File: src/hw/rtl/sonar_ring_min_max_obstacle_top_assert.svh
// Assertion macros shared by the sonar ring RTL.
// Needs aclk and aresetn in the scope where a macro is used.
`ifndef SONAR_RING_MIN_MAX_OBSTACLE_TOP_ASSERT_SVH
`define SONAR_RING_MIN_MAX_OBSTACLE_TOP_ASSERT_SVH

// same-cycle implication
`define SRO_ASSERT_IMP(lbl, ante, cons, msg) \
    lbl: assert property (@(posedge aclk) disable iff (!aresetn) (ante) |-> (cons)) \
        else $error(msg);

// next-cycle implication
`define SRO_ASSERT_NXT(lbl, ante, cons, msg) \
    lbl: assert property (@(posedge aclk) disable iff (!aresetn) (ante) |=> (cons)) \
        else $error(msg);

`endif

File: src/hw/rtl/sro_pkg.sv
// Shared widths, register indexes and interface structs for the sonar ring block.
// No dependencies.
`timescale 1ns / 1ps
package sro_pkg;

    localparam int IDX_W      = 3;
    localparam int DIST_W     = 14;
    localparam int OFS_W      = 11;
    localparam int RNG_W      = 15;
    localparam int CFG_IDX_W  = 1;
    localparam int CFG_DATA_W = 14;

    localparam logic [DIST_W-1:0] MAX_RANGE_MM     = 14'd10000;
    localparam logic [DIST_W-1:0] THRESHOLD_RESET  = 14'd500;

    localparam logic [CFG_IDX_W-1:0] REG_THRESHOLD = 1'd0;
    localparam logic [CFG_IDX_W-1:0] REG_OFFSET    = 1'd1;

    typedef struct packed {
        logic clear;
        logic step;
    } scan_ctl_t;

    typedef struct packed {
        logic [DIST_W-1:0] min_dist;
        logic [IDX_W-1:0]  min_idx;
        logic              min_vld;
        logic [DIST_W-1:0] max_dist;
        logic [IDX_W-1:0]  max_idx;
        logic              max_vld;
        logic [IDX_W-1:0]  first_idx;
        logic [IDX_W-1:0]  last_idx;
    } scan_res_t;

endpackage

File: src/hw/rtl/sonar_ring_min_max_obstacle_top.sv
// Sonar ring min/max and obstacle segment, top level with sequencer and output register.
// Depends on sro_pkg, sro_bank, sro_scan and sonar_ring_min_max_obstacle_top_assert.svh.
`timescale 1ns / 1ps
// Each accepted reading is stored in its side's bank, then the bank is walked one sonar
// per cycle by a single compare unit to find min, max and the front obstacle span; the
// NBL and NBR states read the neighbors of a single-sonar obstacle, and the RNGS and RNGE
// states add the sensor offset to the span endpoints through one shared adder. s_ready
// stays low from accept until the sequencer is back in idle. The result word sits in an
// output register, so the next reading is taken while it waits for m_ready. A reading
// with sonar_index beyond the bank is dropped with no result.
module sonar_ring_min_max_obstacle_top #(
    parameter int SONARS_PER_SIDE  = 5,
    parameter int SAFE_DISTANCE_MM = 2000
) (
    input  logic                           aclk,
    input  logic                           aresetn,
    input  logic                           cfg_wr_en,
    input  logic [sro_pkg::CFG_IDX_W-1:0]  cfg_index,
    input  logic [sro_pkg::CFG_DATA_W-1:0] cfg_wdata,
    input  logic                           s_valid,
    output logic                           s_ready,
    input  logic                           s_side,
    input  logic [sro_pkg::IDX_W-1:0]      s_sonar_index,
    input  logic [sro_pkg::DIST_W-1:0]     s_distance_mm,
    output logic                           m_valid,
    input  logic                           m_ready,
    output logic                           m_updated_side,
    output logic [sro_pkg::DIST_W-1:0]     m_min_distance,
    output logic [sro_pkg::IDX_W-1:0]      m_min_index,
    output logic                           m_min_valid,
    output logic [sro_pkg::DIST_W-1:0]     m_max_distance,
    output logic [sro_pkg::IDX_W-1:0]      m_max_index,
    output logic                           m_max_valid,
    output logic [sro_pkg::IDX_W-1:0]      m_obstacle_start_index,
    output logic [sro_pkg::IDX_W-1:0]      m_obstacle_end_index,
    output logic signed [sro_pkg::RNG_W-1:0] m_obstacle_start_range,
    output logic signed [sro_pkg::RNG_W-1:0] m_obstacle_end_range
);
    import sro_pkg::*;
    `include "sonar_ring_min_max_obstacle_top_assert.svh"

    localparam logic [IDX_W-1:0] LAST_IDX = IDX_W'(SONARS_PER_SIDE - 1);

    typedef enum logic [2:0] {
        ST_IDLE, ST_SCAN, ST_NBL, ST_NBR, ST_RNGS, ST_RNGE, ST_FIN
    } state_t;

    state_t state_reg;

    logic [DIST_W-1:0]       thr_reg;
    logic signed [OFS_W-1:0] ofs_reg;
    logic                    side_reg;
    logic [IDX_W-1:0]        cnt_reg;
    logic [IDX_W-1:0]        seg_s_reg, seg_e_reg;
    logic [DIST_W-1:0]       left_reg;
    logic signed [RNG_W-1:0] rng_s_reg, rng_e_reg;
    logic                    m_valid_reg;

    logic                    accept, idx_ok, wr_en, out_load;
    logic [DIST_W-1:0]       dist_sat;
    logic [IDX_W-1:0]        rd_idx;
    logic [DIST_W-1:0]       back_rd, front_rd, sel_rd;
    logic signed [RNG_W-1:0] rng_sum;
    scan_ctl_t               scan_ctl;
    scan_res_t               scan_res;

    // config writes
    always_ff @(posedge aclk) begin
        if (!aresetn) begin
            thr_reg <= THRESHOLD_RESET;
            ofs_reg <= '0;
        end else if (cfg_wr_en) begin
            unique case (cfg_index)
                REG_THRESHOLD: thr_reg <= cfg_wdata[DIST_W-1:0];
                REG_OFFSET:    ofs_reg <= $signed(cfg_wdata[OFS_W-1:0]);
                default:       ;
            endcase
        end
    end

    assign s_ready  = (state_reg == ST_IDLE);
    assign accept   = s_valid && s_ready;
    assign idx_ok   = {1'b0, s_sonar_index} < (IDX_W + 1)'(SONARS_PER_SIDE);
    assign wr_en    = accept && idx_ok;
    assign dist_sat = (s_distance_mm > MAX_RANGE_MM) ? MAX_RANGE_MM : s_distance_mm;
    assign out_load = (state_reg == ST_FIN) && (!m_valid_reg || m_ready);

    // read address per sequencer step; neighbor reads are clamped at the edges
    always_comb begin
        unique case (state_reg)
            ST_SCAN: rd_idx = cnt_reg;
            ST_NBL:  rd_idx = (scan_res.first_idx == '0) ? '0 : scan_res.first_idx - 1'b1;
            ST_NBR:  rd_idx = (seg_s_reg == LAST_IDX) ? seg_s_reg : seg_s_reg + 1'b1;
            ST_RNGS: rd_idx = seg_s_reg;
            ST_RNGE: rd_idx = seg_e_reg;
            default: rd_idx = '0;
        endcase
    end

    sro_bank #(
        .SONARS_PER_SIDE  (SONARS_PER_SIDE),
        .SAFE_DISTANCE_MM (SAFE_DISTANCE_MM)
    ) u_bank (
        .aclk     (aclk),
        .aresetn  (aresetn),
        .wr_en    (wr_en),
        .wr_side  (s_side),
        .wr_idx   (s_sonar_index),
        .wr_data  (dist_sat),
        .rd_idx   (rd_idx),
        .back_rd  (back_rd),
        .front_rd (front_rd)
    );

    assign sel_rd         = side_reg ? front_rd : back_rd;
    assign scan_ctl.clear = wr_en;
    assign scan_ctl.step  = (state_reg == ST_SCAN);

    sro_scan #(
        .SONARS_PER_SIDE (SONARS_PER_SIDE)
    ) u_scan (
        .aclk      (aclk),
        .aresetn   (aresetn),
        .ctl       (scan_ctl),
        .cur_idx   (cnt_reg),
        .sel_rd    (sel_rd),
        .front_rd  (front_rd),
        .threshold (thr_reg),
        .res       (scan_res)
    );

    // shared offset adder for both endpoints
    assign rng_sum = $signed({1'b0, front_rd}) + RNG_W'(ofs_reg);

    always_ff @(posedge aclk) begin
        if (!aresetn) begin
            state_reg   <= ST_IDLE;
            m_valid_reg <= 1'b0;
            cnt_reg     <= '0;
        end else begin
            if (out_load) begin
                m_valid_reg <= 1'b1;
            end else if (m_ready) begin
                m_valid_reg <= 1'b0;
            end
            unique case (state_reg)
                ST_IDLE: begin
                    if (wr_en) begin
                        side_reg  <= s_side;
                        cnt_reg   <= '0;
                        state_reg <= ST_SCAN;
                    end
                end
                ST_SCAN: begin
                    cnt_reg <= cnt_reg + 1'b1;
                    if (cnt_reg == LAST_IDX) begin
                        state_reg <= ST_NBL;
                    end
                end
                ST_NBL: begin
                    seg_s_reg <= scan_res.first_idx;
                    seg_e_reg <= scan_res.last_idx;
                    left_reg  <= front_rd;
                    state_reg <= ST_NBR;
                end
                ST_NBR: begin
                    if (seg_s_reg == seg_e_reg) begin
                        if (seg_s_reg != '0 && seg_e_reg != LAST_IDX) begin
                            // single interior sonar: widen toward the nearer neighbor
                            if (left_reg > front_rd) begin
                                seg_e_reg <= seg_e_reg + 1'b1;
                            end else begin
                                seg_s_reg <= seg_s_reg - 1'b1;
                            end
                        end else if (seg_e_reg == '0) begin
                            seg_e_reg <= IDX_W'(1);
                        end else begin
                            seg_s_reg <= IDX_W'(SONARS_PER_SIDE - 2);
                        end
                    end
                    state_reg <= ST_RNGS;
                end
                ST_RNGS: begin
                    rng_s_reg <= rng_sum;
                    state_reg <= ST_RNGE;
                end
                ST_RNGE: begin
                    rng_e_reg <= rng_sum;
                    state_reg <= ST_FIN;
                end
                ST_FIN: begin
                    if (out_load) begin
                        m_updated_side         <= side_reg;
                        m_min_distance         <= scan_res.min_dist;
                        m_min_index            <= scan_res.min_idx;
                        m_min_valid            <= scan_res.min_vld;
                        m_max_distance         <= scan_res.max_dist;
                        m_max_index            <= scan_res.max_idx;
                        m_max_valid            <= scan_res.max_vld;
                        m_obstacle_start_index <= seg_s_reg;
                        m_obstacle_end_index   <= seg_e_reg;
                        m_obstacle_start_range <= rng_s_reg;
                        m_obstacle_end_range   <= rng_e_reg;
                        state_reg              <= ST_IDLE;
                    end
                end
                default: state_reg <= ST_IDLE;
            endcase
        end
    end

    assign m_valid = m_valid_reg;

    `SRO_ASSERT_NXT(a_busy_after_accept, wr_en, !s_ready, "sequencer did not start on a valid word")
    `SRO_ASSERT_NXT(a_drop_bad_index, accept && !idx_ok, s_ready, "out-of-range word not dropped")
    `SRO_ASSERT_IMP(a_segment_order, m_valid, m_obstacle_start_index < m_obstacle_end_index, "obstacle segment not widened")
    `SRO_ASSERT_IMP(a_min_flag, m_valid, m_min_valid == (m_min_distance < MAX_RANGE_MM), "min valid flag mismatch")
    `SRO_ASSERT_IMP(a_max_flag, m_valid, m_max_valid == (m_max_distance != '0), "max valid flag mismatch")

endmodule

File: src/hw/rtl/sro_bank.sv
// Back and front reading banks: one write port, one read index for both banks.
// Depends on sro_pkg.
`timescale 1ns / 1ps
module sro_bank #(
    parameter int SONARS_PER_SIDE  = 5,
    parameter int SAFE_DISTANCE_MM = 2000
) (
    input  logic                       aclk,
    input  logic                       aresetn,
    input  logic                       wr_en,
    input  logic                       wr_side,
    input  logic [sro_pkg::IDX_W-1:0]  wr_idx,
    input  logic [sro_pkg::DIST_W-1:0] wr_data,
    input  logic [sro_pkg::IDX_W-1:0]  rd_idx,
    output logic [sro_pkg::DIST_W-1:0] back_rd,
    output logic [sro_pkg::DIST_W-1:0] front_rd
);
    import sro_pkg::*;

    localparam int IW = (SONARS_PER_SIDE > 1) ? $clog2(SONARS_PER_SIDE) : 1;

    logic [DIST_W-1:0] back_reg  [SONARS_PER_SIDE];
    logic [DIST_W-1:0] front_reg [SONARS_PER_SIDE];

    always_ff @(posedge aclk) begin
        if (!aresetn) begin
            for (int i = 0; i < SONARS_PER_SIDE; i++) begin
                back_reg[i]  <= DIST_W'(SAFE_DISTANCE_MM);
                front_reg[i] <= DIST_W'(SAFE_DISTANCE_MM);
            end
        end else if (wr_en) begin
            if (wr_side) begin
                front_reg[wr_idx[IW-1:0]] <= wr_data;
            end else begin
                back_reg[wr_idx[IW-1:0]] <= wr_data;
            end
        end
    end

    assign back_rd  = back_reg[rd_idx[IW-1:0]];
    assign front_rd = front_reg[rd_idx[IW-1:0]];

endmodule

File: src/hw/rtl/sro_scan.sv
// Walk unit: one compare step per cycle while ctl.step is set, for min, max and first/last below threshold.
// Depends on sro_pkg.
`timescale 1ns / 1ps
module sro_scan #(
    parameter int SONARS_PER_SIDE = 5
) (
    input  logic                       aclk,
    input  logic                       aresetn,
    input  sro_pkg::scan_ctl_t         ctl,
    input  logic [sro_pkg::IDX_W-1:0]  cur_idx,
    input  logic [sro_pkg::DIST_W-1:0] sel_rd,
    input  logic [sro_pkg::DIST_W-1:0] front_rd,
    input  logic [sro_pkg::DIST_W-1:0] threshold,
    output sro_pkg::scan_res_t         res
);
    import sro_pkg::*;

    scan_res_t res_reg, res_next;
    logic      found_reg, found_next;
    logic      below;

    assign below = front_rd < threshold;

    always_comb begin
        res_next   = res_reg;
        found_next = found_reg;
        if (ctl.clear) begin
            res_next.min_dist  = MAX_RANGE_MM;
            res_next.min_idx   = '0;
            res_next.min_vld   = 1'b0;
            res_next.max_dist  = '0;
            res_next.max_idx   = '0;
            res_next.max_vld   = 1'b0;
            res_next.first_idx = '0;
            res_next.last_idx  = IDX_W'(SONARS_PER_SIDE - 1);
            found_next         = 1'b0;
        end else if (ctl.step) begin
            if (sel_rd < res_reg.min_dist) begin
                res_next.min_dist = sel_rd;
                res_next.min_idx  = cur_idx;
                res_next.min_vld  = 1'b1;
            end
            if (sel_rd > res_reg.max_dist) begin
                res_next.max_dist = sel_rd;
                res_next.max_idx  = cur_idx;
                res_next.max_vld  = 1'b1;
            end
            if (below) begin
                res_next.last_idx = cur_idx;
                if (!found_reg) begin
                    res_next.first_idx = cur_idx;
                    found_next         = 1'b1;
                end
            end
        end
    end

    always_ff @(posedge aclk) begin
        if (!aresetn) begin
            found_reg       <= 1'b0;
            res_reg.min_vld <= 1'b0;
            res_reg.max_vld <= 1'b0;
        end else begin
            found_reg       <= found_next;
            res_reg.min_vld <= res_next.min_vld;
            res_reg.max_vld <= res_next.max_vld;
        end
        res_reg.min_dist  <= res_next.min_dist;
        res_reg.min_idx   <= res_next.min_idx;
        res_reg.max_dist  <= res_next.max_dist;
        res_reg.max_idx   <= res_next.max_idx;
        res_reg.first_idx <= res_next.first_idx;
        res_reg.last_idx  <= res_next.last_idx;
    end

    assign res = res_reg;

endmodule
File: config.mk
export PLATFORM = sky130hd
export DESIGN_NAME = sonar_ring_min_max_obstacle_top
export DESIGN_NICKNAME = d
export VERILOG_FILES = /design/src/hw/rtl/sro_pkg.sv /design/src/hw/rtl/sonar_ring_min_max_obstacle_top.sv /design/src/hw/rtl/sro_bank.sv /design/src/hw/rtl/sro_scan.sv
export VERILOG_INCLUDE_DIRS = /design/src /design/src/hw/rtl
export SDC_FILE = /design/constraint.sdc
export NUM_CORES = 1
export LEC_CHECK = 0
export ABC_AREA = 1
export ABC_CLOCK_PERIOD_IN_PS = 9300
export BUFFER_PORTS_ARGS = -buffer_cell sky130_fd_sc_hd__buf_2
export CAP_MARGIN = 20
export CORE_MARGIN = 4
export CORE_UTILIZATION = 45
export CTS_BUF_LIST = sky130_fd_sc_hd__clkbuf_8
export CTS_CLUSTER_DIAMETER = 100
export CTS_CLUSTER_SIZE = 20
export DETAILED_ROUTE_END_ITERATION = 16
export PLACE_DENSITY = 0.74
export SETUP_SLACK_MARGIN = 0.5
export SKIP_LAST_GASP = 1
export SLEW_MARGIN = 5
export SYNTH_ARGS = -nofsm -noshare
export SYNTH_HDL_FRONTEND = slang
export SYNTH_SLANG_ARGS = --single-unit
File: constraint.sdc
create_clock -name aclk -period 9.3 [get_ports aclk]
set_input_delay 0.93 -clock aclk [delete_from_list [all_inputs] [get_ports aclk]]
set_output_delay 0.93 -clock aclk [all_outputs]
set_load 0.005 [all_outputs]
# --- Word-level counts from Yosys, hierarchy flattened ---
# Memory sizes are Yosys's and may differ from the RTL's.
# Index checks and enable logic that the tools add are counted.
totals:
  regBits: 199
  latchBits: 0
  ram_bits: 140
  mem_bits_ro: 0
  memories: 2
mem_list:
  columns: ["memory", "words", "width", "rd", "rd_ports_with_merged_regs", "write_ports", "line", "rtl"]
  rows:
  - ["u_bank.back_reg", 5, 14, 1, 0, 5, "sro_bank.sv:22", "logic [DIST_W-1:0] back_reg [SONARS_PER_SIDE];"]
  - ["u_bank.front_reg", 5, 14, 1, 0, 5, "sro_bank.sv:23", "logic [DIST_W-1:0] front_reg [SONARS_PER_SIDE];"]
op_classes:
  n_addsub: 6
  multipliers: 0
  div: 0
  n_lt_le_gt_ge: 6
  eq_ne: 18
  shift: 0
  muxes: 38
  bitwise: 3
  n_reduce_logical: 31
ops:
  columns: ["op", "n"]
  rows:
  - ["2-to-1 mux 14 bit", 4]
  - ["2-to-1 mux 3 bit", 16]
  - ["> comparator 14 bit", 2]
  - ["less-than comparator 14 bit", 2]
  - ["OR reduction 14 bit", 2]
  - ["case mux 3 bit (7 select lines)", 1]
  - ["case mux 3 bit (2 select lines)", 3]
  - ["AND reduction 2 bit", 9]
  - ["adder 15 x 11 -> 15 bit", 1]
  - ["equality test 3 bit (second input constant)", 5]
  - ["!= test 3 bit (second input constant)", 5]
  - ["case mux 3 bit (5 select lines)", 1]
  - ["> comparator 14 bit (second input constant)", 1]
  - ["2-to-1 mux 1 bit", 13]
  - ["AND reduction 3 bit", 4]
  - ["AND reduction 5 bit", 2]
  - ["adder 3 x 1 -> 3 bit (second input constant)", 3]
  - ["logical NOT 3 bit", 3]
  - ["equality test 3 x 2 -> 1 bit (second input constant)", 2]
  - ["nonzero test 2 bit", 3]
  - ["subtractor 3 x 1 -> 3 bit (second input constant)", 2]
  - ["logical AND 1 bit", 4]
  - ["!= test 2 x 1 -> 1 bit (second input constant)", 2]
  - ["!= test 2 bit (second input constant)", 2]
  - ["other kinds (8)", 10]

# --- Logic depth before layout (Yosys ltp) ---
# Gate-level depths: netlist of run 1.
# An unclocked memory read counts as a cell.
logic_depth:
  depth_word: 9
  mapped_depth: 32

# --- By module ---
# Synthesis of run 1 repeated with hierarchy kept, for this count alone.
unflattened:
  hier_cells: 2250
  area_unflattened_um2: 20457.1
modules_own_cells:
  columns: ["module", "instances", "cells_each", "area_per_inst_um2", "seq_area_each_um2"]
  rows:
  - ["sro_bank", 1, 1177, 10546.4, 6726.5]
  - ["sonar_ring_min_max_obstacle_top", 1, 629, 6922.9, 4364.2]
  - ["sro_scan", 1, 444, 2987.9, 860.8]

# --- Worst setup path after synthesis of run 1 ---
# No wires, ideal clock.
synth_timing:
  kind: "input -> register"
  startpoint: "input aresetn"
  endpoint: "register m_max_distance[0] (netlist bit), enable pin"
  setup_ns: 0.594
  t_arrival_ns: 6.162
  required_ns: 8.706
  path_slack_ns: 2.544
  stages: 3
  cell_sequence: "inv_1 -> clkbuf_1 -> nor3_1"
synth_between:
  elab_chain_cells: 1
synth_rtl:
  columns: ["element", "line", "rtl"]
  rows:
  - ["from (decl)", "sonar_ring_min_max_obstacle_top.sv:16", "input logic aresetn,"]
  - ["AND reduction 3 bit (no source line)", null, null]
  - ["to (signal assigned)", "sonar_ring_min_max_obstacle_top.sv:197", "m_max_distance <= scan_res.max_dist;"]
  - ["to (decl)", "sonar_ring_min_max_obstacle_top.sv:31", "output logic [sro_pkg::DIST_W-1:0] m_max_distance,"]
# Every way passes these cells.
# A chain may end at the register's enable or synchronous reset.

# --- Worst setup path after layout of run 1 ---
layout_timing:
  startpoint: "register seg_s_reg[0]"
  endpoint: "register u_scan.res_reg (netlist bit u_scan.res[7])"
layout_between:
  elab_chain_cells: 7
  word_cells_on_any_way: 9
  cone_classes: "1 x add/sub; 1 x order compare; 1 x eq/ne; 3 x mux; 1 x reduce/logical; 2 x memory"
layout_rtl:
  columns: ["element", "line", "rtl"]
  rows:
  - ["from (decl)", "sonar_ring_min_max_obstacle_top.sv:54", "logic [IDX_W-1:0] seg_s_reg, seg_e_reg;"]
  - ["from (signal assigned)", "sonar_ring_min_max_obstacle_top.sv:161", "seg_s_reg <= scan_res.first_idx;"]
  - ["from (signal assigned)", "sonar_ring_min_max_obstacle_top.sv:173", "seg_s_reg <= seg_s_reg - 1'b1;"]
  - ["from (signal assigned)", "sonar_ring_min_max_obstacle_top.sv:178", "seg_s_reg <= IDX_W'(SONARS_PER_SIDE - 2);"]
  - ["adder 3 x 1 -> 3 bit or equality test 3 bit (tied branches)", "sonar_ring_min_max_obstacle_top.sv:93", "ST_NBR: rd_idx = (seg_s_reg == LAST_IDX) ? seg_s_reg : seg_s_reg + 1'b1;"]
  - ["2-to-1 mux 3 bit", "sonar_ring_min_max_obstacle_top.sv:93", null]
  - ["case mux 3 bit (5 select lines) (*)", "sonar_ring_min_max_obstacle_top.sv:90", "unique case (state_reg)"]
  - ["memory (5 x 14 bit) (*)", null, null]
  - ["via front_rd[2]", "sonar_ring_min_max_obstacle_top.sv:62", "logic [DIST_W-1:0] back_rd, front_rd, sel_rd;"]
  - ["2-to-1 mux 14 bit (*)", "sonar_ring_min_max_obstacle_top.sv:115", "assign sel_rd = side_reg ? front_rd : back_rd;"]
  - ["via sel_rd[2]", "sonar_ring_min_max_obstacle_top.sv:62", null]
  - ["> comparator 14 bit (*)", "sro_scan.sv:43", "if (sel_rd > res_reg.max_dist) begin"]
  - ["AND reduction 2 bit (no source line) (*)", null, null]
  - ["to (decl)", "sro_scan.sv:18", "scan_res_t res_reg, res_next;"]
# Mark *: on every way through the listed nets, which the timed path passes. The rest lies on a longest branch.

==> flow_summary.toml, run 1 <==
[run_status]
run_status = "complete, no violations"

[sta]
timing.final.hold_violations = 0
fin_skew_ns = 0.0348
finalCriticalPeriod_ns = 5.84
setup_violations = 0
fmax_ghz = 0.171
layout_worst_path_cycle_share = 0.628
total_negative_slack_ns = 0
timing_max_transition_violations_final = 0
max-slew-margin-rel = 0.366
tightest_slew_ns = 0.948
grt_setup_unrepaired = "false"

[worst_setup_path]
criticalPathCategory = "reg2reg"
rr_endpoint = "u_scan.res[7]"
reg2reg_setup_slack_ns = 3.46
critPathRequiredTime_ns = 9.84
critical-path-top-cell-by-count = "sky130_fd_sc_hd__nand2_1"
worst_setup_path_startpoint = "seg_s_reg[0]"
r2r.worst_path.cells = 28
critPathArrivalTime_ns = 6.38
crit_path_max_fanout = 45
cp-start-kind = "register"
rr_startpoint = "seg_s_reg[0]"
critical_path.slowest_cell = "sky130_fd_sc_hd__inv_1"
setup.worst_path.end_class = "register"
critical_path.max_stage_delay_ns = 0.65

[clock_tree]
tritoncts_clock_tree = "done"
worst_skew_pair.late_latency_ns = 0.64
clock_sink_count = 423
cts-hold-fix-buffers = 0
cts-root-to-sink-buffers = 3
cts.reportedPaths.clkPinSlew_ns = 0.12
clock_tree.root_cell = "sky130_fd_sc_hd__clkbuf_8"
cts_setup_buffers = 0
post_cts_resized = 0
cts_made_buffers = 25
cts.htree.levels = 1

[synthesis]
synth_area_leader_cell = "sky130_fd_sc_hd__edfxtp_1"
ys.warnings.count = 0
ys.flop_type = "sky130_fd_sc_hd__edfxtp_1"
async_reset_ff_frac = 0
synth-seq-cells = 423
synth_most_common_cell = "sky130_fd_sc_hd__edfxtp_1"
post_synth.cell_area_avg_um2 = 10.7
ys_top_cells_by_count = "sky130_fd_sc_hd__edfxtp_1, sky130_fd_sc_hd__nand2_1, sky130_fd_sc_hd__nor2_1, sky130_fd_sc_hd__inv_1, sky130_fd_sc_hd__nand3_1"
postSynthCellCount = 1783
synth.distinct_cells = 58
synth_enable_flop_cells = 348
largest_cells_by_area_after_synthesis = "sky130_fd_sc_hd__edfxtp_1, sky130_fd_sc_hd__dfxtp_1, sky130_fd_sc_hd__nand2_1"
mappedNetlistArea_mm2 = 0.0190
synth_top_cell_area_share = 0.550
seq_area_frac_synth = 0.629

[floorplan]
floorplan.io_pins = 113
rows = 75
fp.dieW_um = 213
die_h_um = 213
die_area_mm2 = 0.0456
placeableCoreArea_mm2 = 0.0419
starting_density_of_the_core = 0.454

[worst_hold_path]
timing.hold.worst.start = "rng_e_reg[6]"
hold_end = "m_obstacle_end_range[6]"
min-delay-path-class = "reg2reg"
min_path_cells = 0

[cells_and_area]
multi_input_comb_area_mm2 = 0.00619
sequential_cell_area_mm2 = 0.0120
finalNonFillerCells = 2505
drive_above_1_share = 0.105
n_antenna_cell = 0
finalNetCount = 2064
areaGrowthSynthToFinish_pct = 9.00
nFillCells = 3729

[global_routing]
maximum_number_of_pins_on_one_net_before_global_route_repair = 74
groute.usage.overall = 0.195
number_of_antenna_violations_at_the_first_check_in_global_routing = 0
grt_pass1_vias = 12800
grt_overflow_total = 0
grt_first_pass_wirelength_um = 70000

[placed_design]
dp_hpwl_um = 31500
gp_congestion = 0.874
input_output_buffers = 112
placed_cells_incl_taps = 2460

[drt]
wl_um = 45300
via_count = 13400
detailedRoute.firstPassIterationCount = 5
antenna_violating_nets_post_route = 0
drtIter0Drc = 1474
route.detailed.vias_per_inst = 5.35
dr_drc_count = 0
wl_per_cell_um = 18.1

[power]
static-leakage-power_nw = 8.24
comb_power_share = 0.154
vdd_ir_drop_max_v = 0.0000813
post-layout-total-power_mw = 3.71
pwr_density_cell_mw_per_mm2 = 179
switching_component_of_the_power_mw = 1.04
power.share.switching = 0.280
cell_internal_pwr_mw = 2.67
share_clk_of_total_power = 0.225
power_frac_seq = 0.621

[run]
maxCapViolations = 0
## area by class of cell
type,count,share of cell area
sequential,423,0.577
tap,539,0.0326
inverter,203,0.0372
clock buffer,25,0.0166
clock inverter,20,0.00459
timing repair buffer,129,0.0332
multi-input combinational,1166,0.299
## through the flow
stage | util | cell area, um^2 | setup WS, ns | hold WS (ns)
2_1_floorplan | - | 19300 | 2.54 | 0.400
3_3_place_gp | 0.484 | 20300 | 3.72 | 0.403
3_5_place_dp | 0.484 | 20300 | 3.53 | 0.405
4_1_cts | 0.495 | 20700 | 3.50 | 0.416
5_1_grt | 0.495 | 20700 | 2.91 | 0.438
6_report | 0.495 | 20700 | 3.46 | 0.421
## cells by family (layout without fill, tap and decap cells)
kind of cell / count (synthesis) / after routing / share of synthesized area
other cells: 1 / 84 / 0.000197
compound gates: 268 / 268 / 0.0894
xor+xnor: 16 / 16 / 0.00738
flops: 423 / 423 / 0.629
buf+inv: 277 / 377 / 0.0632
simple gates: 720 / 720 / 0.159
fa+ha+maj: 78 / 78 / 0.0518
## metal layers
metal / track usage / wire (um)
met1: 0.266 / 18600
met2: 0.319 / 21300
met3: 0.0383 / 4150
met4: 0.0563 / 1190
met5: 0 / 0
## placed cells by master (no fill, tap or decap), types with 3 or more instances in the layout
cell type / count
sky130_fd_sc_hd__edfxtp_1: 348
sky130_fd_sc_hd__nand2_1: 317
sky130_fd_sc_hd__nor2_1: 247
sky130_fd_sc_hd__inv_1: 184
sky130_fd_sc_hd__buf_2: 112
sky130_fd_sc_hd__nand3_1: 91
sky130_fd_sc_hd__conb_1: 84
sky130_fd_sc_hd__a21oi_1: 78
sky130_fd_sc_hd__ha_1: 77
sky130_fd_sc_hd__dfxtp_1: 75
sky130_fd_sc_hd__o21ai_0: 64
sky130_fd_sc_hd__o211ai_1: 42
sky130_fd_sc_hd__clkbuf_8: 25
sky130_fd_sc_hd__o31ai_1: 20
sky130_fd_sc_hd__or2_0: 19
sky130_fd_sc_hd__inv_2: 17
sky130_fd_sc_hd__clkinv_1: 17
sky130_fd_sc_hd__buf_4: 17
sky130_fd_sc_hd__a221oi_1: 13
sky130_fd_sc_hd__o221ai_1: 10
sky130_fd_sc_hd__nor3_1: 9
sky130_fd_sc_hd__nand4_1: 8
sky130_fd_sc_hd__xnor2_1: 8
sky130_fd_sc_hd__xor2_1: 8
sky130_fd_sc_hd__nor2_2: 7
sky130_fd_sc_hd__o21ai_1: 6
sky130_fd_sc_hd__nand2_2: 5
sky130_fd_sc_hd__o311ai_0: 5
sky130_fd_sc_hd__a211oi_1: 5
sky130_fd_sc_hd__nand2_4: 4
sky130_fd_sc_hd__o22ai_1: 4
sky130_fd_sc_hd__o21a_1: 3
sky130_fd_sc_hd__inv_4: 3
## critical path: cells and delay by family (launching register included)
kind | cells | cell delay, ns
buffers and inverters | 6 | 1.53
and+or+nand+nor | 13 | 2.14
AOI/OAI and AO/OA | 7 | 1.02
adders and majority gates | 2 | 0.51
DFF | 1 | 0.51
## power groups by stage
stage	clock, mW	sequential (mW)	combinational, mW
5_1_grt	0.932	2.31	0.649
2_1_floorplan	0	2.30	0.425
4_1_cts	0.856	2.30	0.565
3_5_place_dp	0	2.34	0.562
6_report	0.834	2.30	0.571
3_3_place_gp	0	2.34	0.538
## worst max-delay path by stage
stage / to / cells after the start
finish: u_scan.res[7] / 28
global route: u_scan.res[18] / 28
CTS: u_scan.res[39] / 30
detailed placement: u_scan.res[18] / 29
global placement: u_scan.res[29] / 30
floorplan: m_max_distance[0] / 3
Power figures use the tool's default switching activity.
==> run 2: changes to the inputs <==
--- a/config.mk
+++ b/config.mk
@@ -7,7 +7,7 @@
 export NUM_CORES = 1
 export LEC_CHECK = 0
 export ABC_AREA = 1
-export ABC_CLOCK_PERIOD_IN_PS = 9300
+export ABC_CLOCK_PERIOD_IN_PS = 5300
 export BUFFER_PORTS_ARGS = -buffer_cell sky130_fd_sc_hd__buf_2
 export CAP_MARGIN = 20
 export CORE_MARGIN = 4
@@ -16,7 +16,7 @@
 export CTS_CLUSTER_DIAMETER = 100
 export CTS_CLUSTER_SIZE = 20
 export DETAILED_ROUTE_END_ITERATION = 16
-export PLACE_DENSITY = 0.74
+export PLACE_DENSITY = 0.76
 export SETUP_SLACK_MARGIN = 0.5
 export SKIP_LAST_GASP = 1
 export SLEW_MARGIN = 5
==> constraint.sdc (replaced) <==
create_clock -name aclk -period 5.3 [get_ports aclk]
set_input_delay 0.53 -clock aclk [delete_from_list [all_inputs] [get_ports aclk]]
set_output_delay 0.53 -clock aclk [all_outputs]
set_load 0.005 [all_outputs]
==> flow_summary.toml, run 2 (synthesis gave the netlist of run 1 again) <==
[clock_tree]
tritoncts_clock_tree = "done"
cts-hold-fix-buffers = 0
cts.htree.levels = 1
cts_made_buffers = 25
worst_skew_pair.late_latency_ns = 0.65
cts-root-to-sink-buffers = 3
cts.reportedPaths.clkPinSlew_ns = 0.14
clock_sink_count = 423
clock_tree.root_cell = "sky130_fd_sc_hd__clkbuf_8"

[floorplan]
floorplan.io_pins = 113
placeableCoreArea_mm2 = 0.0419
rows = 75
fp.dieW_um = 213
die_h_um = 213
die_area_mm2 = 0.0456
starting_density_of_the_core = 0.454

[drt]
wl_um = 46200
via_count = 13500
antenna_violating_nets_post_route = 0
dr_drc_count = 0
route.detailed.vias_per_inst = 5.32
wl_per_cell_um = 18.2
detailedRoute.firstPassIterationCount = 5
drtIter0Drc = 1625

[worst_setup_path]
criticalPathCategory = "reg2reg"
rr_endpoint = "u_scan.res[15]"
reg2reg_setup_slack_ns = 0.81
critPathArrivalTime_ns = 4.99
critPathRequiredTime_ns = 5.80
cp-start-kind = "register"
setup.worst_path.end_class = "register"
rr_startpoint = "state_reg[1]"
crit_path_max_fanout = 35
r2r.worst_path.cells = 24

[cells_and_area]
multi_input_comb_area_mm2 = 0.00627
commonest_cells_after_routing_fill_and_taps_aside = "sky130_fd_sc_hd__edfxtp_1, sky130_fd_sc_hd__nand2_1, sky130_fd_sc_hd__nor2_1, sky130_fd_sc_hd__inv_1, sky130_fd_sc_hd__buf_2"
finalNonFillerCells = 2538
layout_commonest_cell = "sky130_fd_sc_hd__edfxtp_1"
sequential_cell_area_mm2 = 0.0120
finalNetCount = 2095
areaGrowthSynthToFinish_pct = 11.1
drive_above_1_share = 0.127
nFillCells = 3699

[run_status]
run_status = "complete, no violations"

[power]
pwr_density_cell_mw_per_mm2 = 311
vdd_ir_drop_max_v = 0.000170
static-leakage-power_nw = 8.41

[sta]
grt_setup_unrepaired = "false"
setup_violations = 0
finalCriticalPeriod_ns = 4.49
fin_skew_ns = 0.0519
total_negative_slack_ns = 0
tightest_slew_ns = 0.965
timing_max_transition_violations_final = 0
layout_worst_path_cycle_share = 0.847
max-slew-margin-rel = 0.354
fmax_ghz = 0.223
timing.final.hold_violations = 0

[run]
maxCapViolations = 0

[global_routing]
groute.usage.overall = 0.198
maximum_number_of_pins_on_one_net_before_global_route_repair = 70
grt_first_pass_wirelength_um = 71300
number_of_antenna_violations_at_the_first_check_in_global_routing = 1
grt_pass1_vias = 13200
grt_overflow_total = 0

[worst_hold_path]
min_path_cells = 3
timing.hold.worst.start = "cfg_wdata[4]"
hold_end = "thr_reg[4]"
min-delay-path-class = "in2reg"

[placed_design]
placed_cells_incl_taps = 2482
gp_congestion = 0.934
dp_hpwl_um = 32400
input_output_buffers = 112
-- run 2: final cells by class --
type	instances	share of cell area
diodes	1	0.000119
clock buffers	25	0.0163
clock inverters	21	0.00486
inverters	203	0.0369
multi-input cells	1166	0.297
flip-flops and latches	423	0.567
well taps	539	0.0320
repair buffers	159	0.0460
repair inverters	1	0.000356
-- run 2: timing repair --
item / 4_1_cts / 5_1_grt
pin swaps: 0 / 2
endpoints found under the hold margin: 0 / 0
resized for setup: 6 / 26
buffers inserted: 1 / 5
endpoints found under the setup margin: 15 / 49
cloned: 1 / 1
-- run 2: metrics by stage --
step / power, mW / instance area, um^2 / utilization / setup WS, ns / hold WS, ns
after floorplan: 4.78 / 19300 / - / 1.18 / 0.400
after global routing: 6.89 / 21100 / 0.504 / 0.480 / 0.0915
after CTS: 6.55 / 20900 / 0.501 / 0.553 / 0.0818
final: 6.56 / 21100 / 0.504 / 0.810 / 0.126
after global placement: 5.04 / 20500 / 0.489 / 0.664 / 0.403
after detailed placement: 5.10 / 20500 / 0.489 / 0.463 / 0.405
-- run 2: power by group --
| part | total, mW | internal (mW) | switching, mW |
|---|---|---|---|
| clock | 1.48 | 0.461 | 1.02 |
| sequential | 4.04 | 3.88 | 0.159 |
| combinational | 1.04 | 0.372 | 0.670 |
-- run 2: per-layer routing --
layer / share of wire / track usage / vias up
li1: - / - / 6414
met2: 0.48 / 0.333 / 574
met1: 0.39 / 0.262 / 6441
met4: 0.026 / 0.0552 / 2
met3: 0.096 / 0.0435 / 77
met5: 0.00015 / 0 / -
-- run 2: how the worst max path moves through the flow --
| stage | to | from | depth (start not counted) | slack (ns) |
|---|---|---|---|---|
| 6_report | u_scan.res[15] | state_reg[1] | 24 | 0.81 |
| 5_1_grt | rng_e_reg[13] | seg_s_reg[0] | 29 | 0.48 |
| 4_1_cts | u_scan.res[11] | seg_s_reg[0] | 28 | 0.55 |
| 3_5_place_dp | u_scan.res[12] | state_reg[1] | 24 | 0.46 |
| 3_3_place_gp | u_scan.res[10] | state_reg[1] | 24 | 0.66 |
| 2_1_floorplan | m_max_distance[0] | aresetn | 3 | 1.18 |
-- run 2: critical path, stage by stage (launching register included) --
cell and delay, ns:
sky130_fd_sc_hd__dfxtp_2 0.45, sky130_fd_sc_hd__inv_4 0.09, sky130_fd_sc_hd__ha_1 0.31, sky130_fd_sc_hd__nand2_2 0.21, sky130_fd_sc_hd__inv_1 0.11, sky130_fd_sc_hd__nor2_4 0.22, sky130_fd_sc_hd__buf_12 0.25, sky130_fd_sc_hd__nor2_1 0.06
sky130_fd_sc_hd__o31ai_1 0.36, sky130_fd_sc_hd__nand2_1 0.10, sky130_fd_sc_hd__nand2_1 0.23, sky130_fd_sc_hd__inv_2 0.09, sky130_fd_sc_hd__nand2_1 0.07, sky130_fd_sc_hd__nand2_1 0.13, sky130_fd_sc_hd__inv_1 0.12, sky130_fd_sc_hd__ha_1 0.26
sky130_fd_sc_hd__nand2_1 0.08, sky130_fd_sc_hd__inv_1 0.06, sky130_fd_sc_hd__a221oi_2 0.27, sky130_fd_sc_hd__o221ai_1 0.16, sky130_fd_sc_hd__nand2_2 0.17, sky130_fd_sc_hd__clkinvlp_4 0.09, sky130_fd_sc_hd__buf_4 0.18, sky130_fd_sc_hd__o21ai_0 0.17
sky130_fd_sc_hd__a21oi_1 0.06
==> run 3: changes to the inputs <==
--- a/config.mk
+++ b/config.mk
@@ -6,8 +6,8 @@
 export SDC_FILE = /design/constraint.sdc
 export NUM_CORES = 1
 export LEC_CHECK = 0
-export ABC_AREA = 1
-export ABC_CLOCK_PERIOD_IN_PS = 5300
+export ABC_AREA = 0
+export ABC_CLOCK_PERIOD_IN_PS = 4190
 export BUFFER_PORTS_ARGS = -buffer_cell sky130_fd_sc_hd__buf_2
 export CAP_MARGIN = 20
 export CORE_MARGIN = 4
@@ -16,7 +16,7 @@
 export CTS_CLUSTER_DIAMETER = 100
 export CTS_CLUSTER_SIZE = 20
 export DETAILED_ROUTE_END_ITERATION = 16
-export PLACE_DENSITY = 0.76
+export PLACE_DENSITY = 0.74
 export SETUP_SLACK_MARGIN = 0.5
 export SKIP_LAST_GASP = 1
 export SLEW_MARGIN = 5
==> constraint.sdc (replaced) <==
create_clock -name aclk -period 4.19 [get_ports aclk]
set_input_delay 0.419 -clock aclk [delete_from_list [all_inputs] [get_ports aclk]]
set_output_delay 0.419 -clock aclk [all_outputs]
set_load 0.005 [all_outputs]
==> flow_summary.toml, run 3 <==
[run_status]
run_status = "finished with violations"
violations_in_the_final_reports = "negative setup slack"

[clock_tree]
clock_sink_count = 423
worst_skew_pair.late_latency_ns = 0.64
cts.reportedPaths.clkPinSlew_ns = 0.14
cts-root-to-sink-buffers = 3
cts.htree.levels = 1
tritoncts_clock_tree = "done"
clock_tree.root_cell = "sky130_fd_sc_hd__clkbuf_8"
cts_made_buffers = 25

[sta]
layout_setup_ws_ns = -0.616
fin_skew_ns = 0.0400
layout_worst_path_cycle_share = 1.15
finalCriticalPeriod_ns = 4.81
tightest_slew_ns = 0.954
max-slew-margin-rel = 0.363
timing_max_transition_violations_final = 0
setup_violations = 65
timing.final.hold_violations = 0
fmax_ghz = 0.208
grt_setup_unrepaired = "true"

[power]
cell_internal_pwr_mw = 6.41
comb_power_share = 0.220
vdd_ir_drop_max_v = 0.000190
power.share.switching = 0.286
share_clk_of_total_power = 0.221
post-layout-total-power_mw = 8.99
power_frac_seq = 0.560
static-leakage-power_nw = 9.20
pwr_density_cell_mw_per_mm2 = 377
switching_component_of_the_power_mw = 2.57

[global_routing]
grt_first_pass_wirelength_um = 77900
groute.layer.met3.usage = 0.0354
groute.usage.overall = 0.219
grt_pass1_vias = 13900
globalRouteMet1Util = 0.288
grt_overflow_total = 0
grt-busiest-layer = "met2"
number_of_antenna_violations_at_the_first_check_in_global_routing = 3
maximum_number_of_pins_on_one_net_before_global_route_repair = 73
m2_gr_usage = 0.377

[worst_setup_path]
worst_setup_path_startpoint = "seg_s_reg[0]"
rr_endpoint = "u_scan.res[21]"
critical_path.max_stage_delay_ns = 0.43
critical_path.slowest_cell = "sky130_fd_sc_hd__edfxtp_1"
crit_path_end = "u_scan.res[21]"
worst_path_dominant_cell_family = "compound AO/OA/AOI/OAI gates"
crit_cells = 22
setup.worst_path.end_class = "register"
critPathBufInv = 5
crit_path_max_fanout = 6
reg2reg_setup_slack_ns = -0.62
timing.critical_path.cells = "inv_2 > ha_4 > and3b_1 > o32a_1 > o21ai_4 > buf_12 > nand2_8 > buf_12 > mux2i_2 > a222oi_1 > buf_4 > a221o_2 > ha_1 > a21o_1 > a21o_1 > a21o_1 > a21o_1 > a21o_1 > a211o_1 > buf_6 > a21oi_1 > nor3_1"
critPathArrivalTime_ns = 5.31
critPathRequiredTime_ns = 4.70
r2r.worst_path.cells = 22
critical-path-top-cell-by-count = "sky130_fd_sc_hd__a21o_1"
rr_startpoint = "seg_s_reg[0]"
criticalPathCategory = "reg2reg"
cp-start-kind = "register"

[cells_and_area]
drive_above_1_share = 0.290
finalNonFillerCells = 2527
finalNetCount = 2087
nFillCells = 3298
commonest_cells_after_routing_fill_and_taps_aside = "sky130_fd_sc_hd__edfxtp_1, sky130_fd_sc_hd__buf_4, sky130_fd_sc_hd__nand2_1, sky130_fd_sc_hd__buf_2, sky130_fd_sc_hd__nor2_1"
final_core_util = 0.569
layout_commonest_cell = "sky130_fd_sc_hd__edfxtp_1"
areaGrowthSynthToFinish_pct = 25.1

[drt]
detailedRoute.firstPassIterationCount = 7
drtIter0Drc = 1450
wl_per_cell_um = 20.8
route.detailed.vias_per_inst = 5.64
antenna_violating_nets_post_route = 0
dr_drc_count = 0
wl_um = 52500
via_count = 14300

[floorplan]
starting_density_of_the_core = 0.455
rows = 75
fp.dieW_um = 214
floorplan.io_pins = 113
placeableCoreArea_mm2 = 0.0419
die_area_mm2 = 0.0457
die_h_um = 214

[synthesis]
synth-seq-cells = 423
ys.flop_type = "sky130_fd_sc_hd__edfxtp_1"
synth.distinct_cells = 90
ys.warnings.count = 0
post_synth.cell_area_avg_um2 = 12.1
mappedNetlistArea_mm2 = 0.0191
synth_top_cell_area_share = 0.548
postSynthCellCount = 1576
seq_area_frac_synth = 0.627
ys_top_cells_by_count = "sky130_fd_sc_hd__edfxtp_1, sky130_fd_sc_hd__nand2_1, sky130_fd_sc_hd__nor2_1, sky130_fd_sc_hd__inv_1, sky130_fd_sc_hd__a21oi_1"
synth_enable_flop_cells = 348
async_reset_ff_frac = 0
largest_cells_by_area_after_synthesis = "sky130_fd_sc_hd__edfxtp_1, sky130_fd_sc_hd__dfxtp_1, sky130_fd_sc_hd__ha_1"
synth_area_leader_cell = "sky130_fd_sc_hd__edfxtp_1"
synth_most_common_cell = "sky130_fd_sc_hd__edfxtp_1"

[worst_hold_path]
min-delay-path-class = "in2reg"

[placed_design]
dp_hpwl_um = 37600
input_output_buffers = 112
dp_worst_setup_slack_ns = -0.619
gp_congestion = 0.937
placed_cells_incl_taps = 2432

[run]
maxCapViolations = 0
run 3: cell count changes after synthesis, sizes merged, moves of 23 or more:
| cell | previous run | this run |
|---|---|---|
| nor2 | 255 | 123 |
| nand2 | 326 | 195 |
| nor3 | 11 | 63 |
| mux2i | 0 | 51 |
| and3 | 0 | 27 |
| inv | 186 | 91 |
| nand3 | 94 | 26 |
| a211oi | 5 | 28 |
| o21ai | 71 | 27 |
| a21o | 2 | 25 |
run 3: worst min-delay path by stage:
| stage | cells after the start | start | end |
|---|---|---|---|
| 5_1_grt | 3 | cfg_wdata[6] | ofs_reg[6] |
| 3_3_place_gp | 0 | rng_e_reg[11] | m_obstacle_end_range[11] |
| 6_report | 3 | cfg_wdata[5] | ofs_reg[5] |
| 2_1_floorplan | 0 | rng_e_reg[0] | m_obstacle_end_range[0] |
| 3_5_place_dp | 0 | rng_e_reg[6] | m_obstacle_end_range[6] |
| 4_1_cts | 3 | cfg_wdata[7] | ofs_reg[7] |
run 3: power by group through the flow:
stage                     clock network, mW  logic (mW)  registers, mW
final                                  1.98        1.97           5.03
after detailed placement                  0        1.63           5.11
after floorplan                           0        1.06           5.03
after global placement                    0        1.57           5.11
after global routing                   2.20        2.14           5.05
after CTS                              2.02        1.73           5.02
run 3: kinds of logic after synthesis:
family / share of synthesized area
fa+ha+maj: 0.0516
compound gates: 0.119
xor+xnor: 0.00735
simple gates: 0.123
flops: 0.627
other cells: 0.000197
mux: 0.0309
buf+inv: 0.0419
run 3: layout make-up:
class	instances	area (um^2)	area share
clock buffer	25	344	0.0144
tap	539	674	0.0283
sequential	423	12000	0.501
timing repair buffer	377	2930	0.123
multi-input combinational	1052	7470	0.313
clock inverter	18	131	0.00551
inverter	92	353	0.0148
antenna	1	2.50	0.000105
run 3: metrics by stage:
stage,hold WS (ns),cell area (um^2),TNS (ns)
2_1_floorplan,0.400,19500,-18.20
3_3_place_gp,0.401,22000,-20.49
3_5_place_dp,0.405,22000,-27.45
4_1_cts,0.00377,22900,-26.05
5_1_grt,0.0244,23900,-35.53
6_report,0.0464,23900,-26.87
run 3: worst register-to-register path: stages, from the launching register on:
cell	delay (ns)
sky130_fd_sc_hd__edfxtp_1	0.43
sky130_fd_sc_hd__inv_2	0.08
sky130_fd_sc_hd__ha_4	0.17
sky130_fd_sc_hd__and3b_1	0.16
sky130_fd_sc_hd__o32a_1	0.37
sky130_fd_sc_hd__o21ai_4	0.10
sky130_fd_sc_hd__buf_12	0.18
sky130_fd_sc_hd__nand2_8	0.11
sky130_fd_sc_hd__buf_12	0.16
sky130_fd_sc_hd__mux2i_2	0.21
sky130_fd_sc_hd__a222oi_1	0.14
sky130_fd_sc_hd__buf_4	0.17
sky130_fd_sc_hd__a221o_2	0.43
sky130_fd_sc_hd__ha_1	0.32
sky130_fd_sc_hd__a21o_1	0.18
sky130_fd_sc_hd__a21o_1	0.15
sky130_fd_sc_hd__a21o_1	0.15
sky130_fd_sc_hd__a21o_1	0.17
sky130_fd_sc_hd__a21o_1	0.21
sky130_fd_sc_hd__a211o_1	0.33
sky130_fd_sc_hd__buf_6	0.16
sky130_fd_sc_hd__a21oi_1	0.20
sky130_fd_sc_hd__nor3_1	0.09
run 3: what timing repair did:
action | 4_1_cts | 5_1_grt
buffers inserted | 12 | 25
gates resized for setup | 47 | 160
hold buffers | 9 | 0
cloned | 2 | 3
hold endpoints to repair | 15 | 0
endpoints found under the setup margin | 71 | 75
pin swaps | 20 | 78
run 3: routing by layer:
metal,share of wire,wire (um),vias up
met5,0.00040,21,-
met2,0.50,26000,690
li1,-,-,6492
met4,0.024,1270,4
met1,0.39,20700,6976
met3,0.085,4460,102
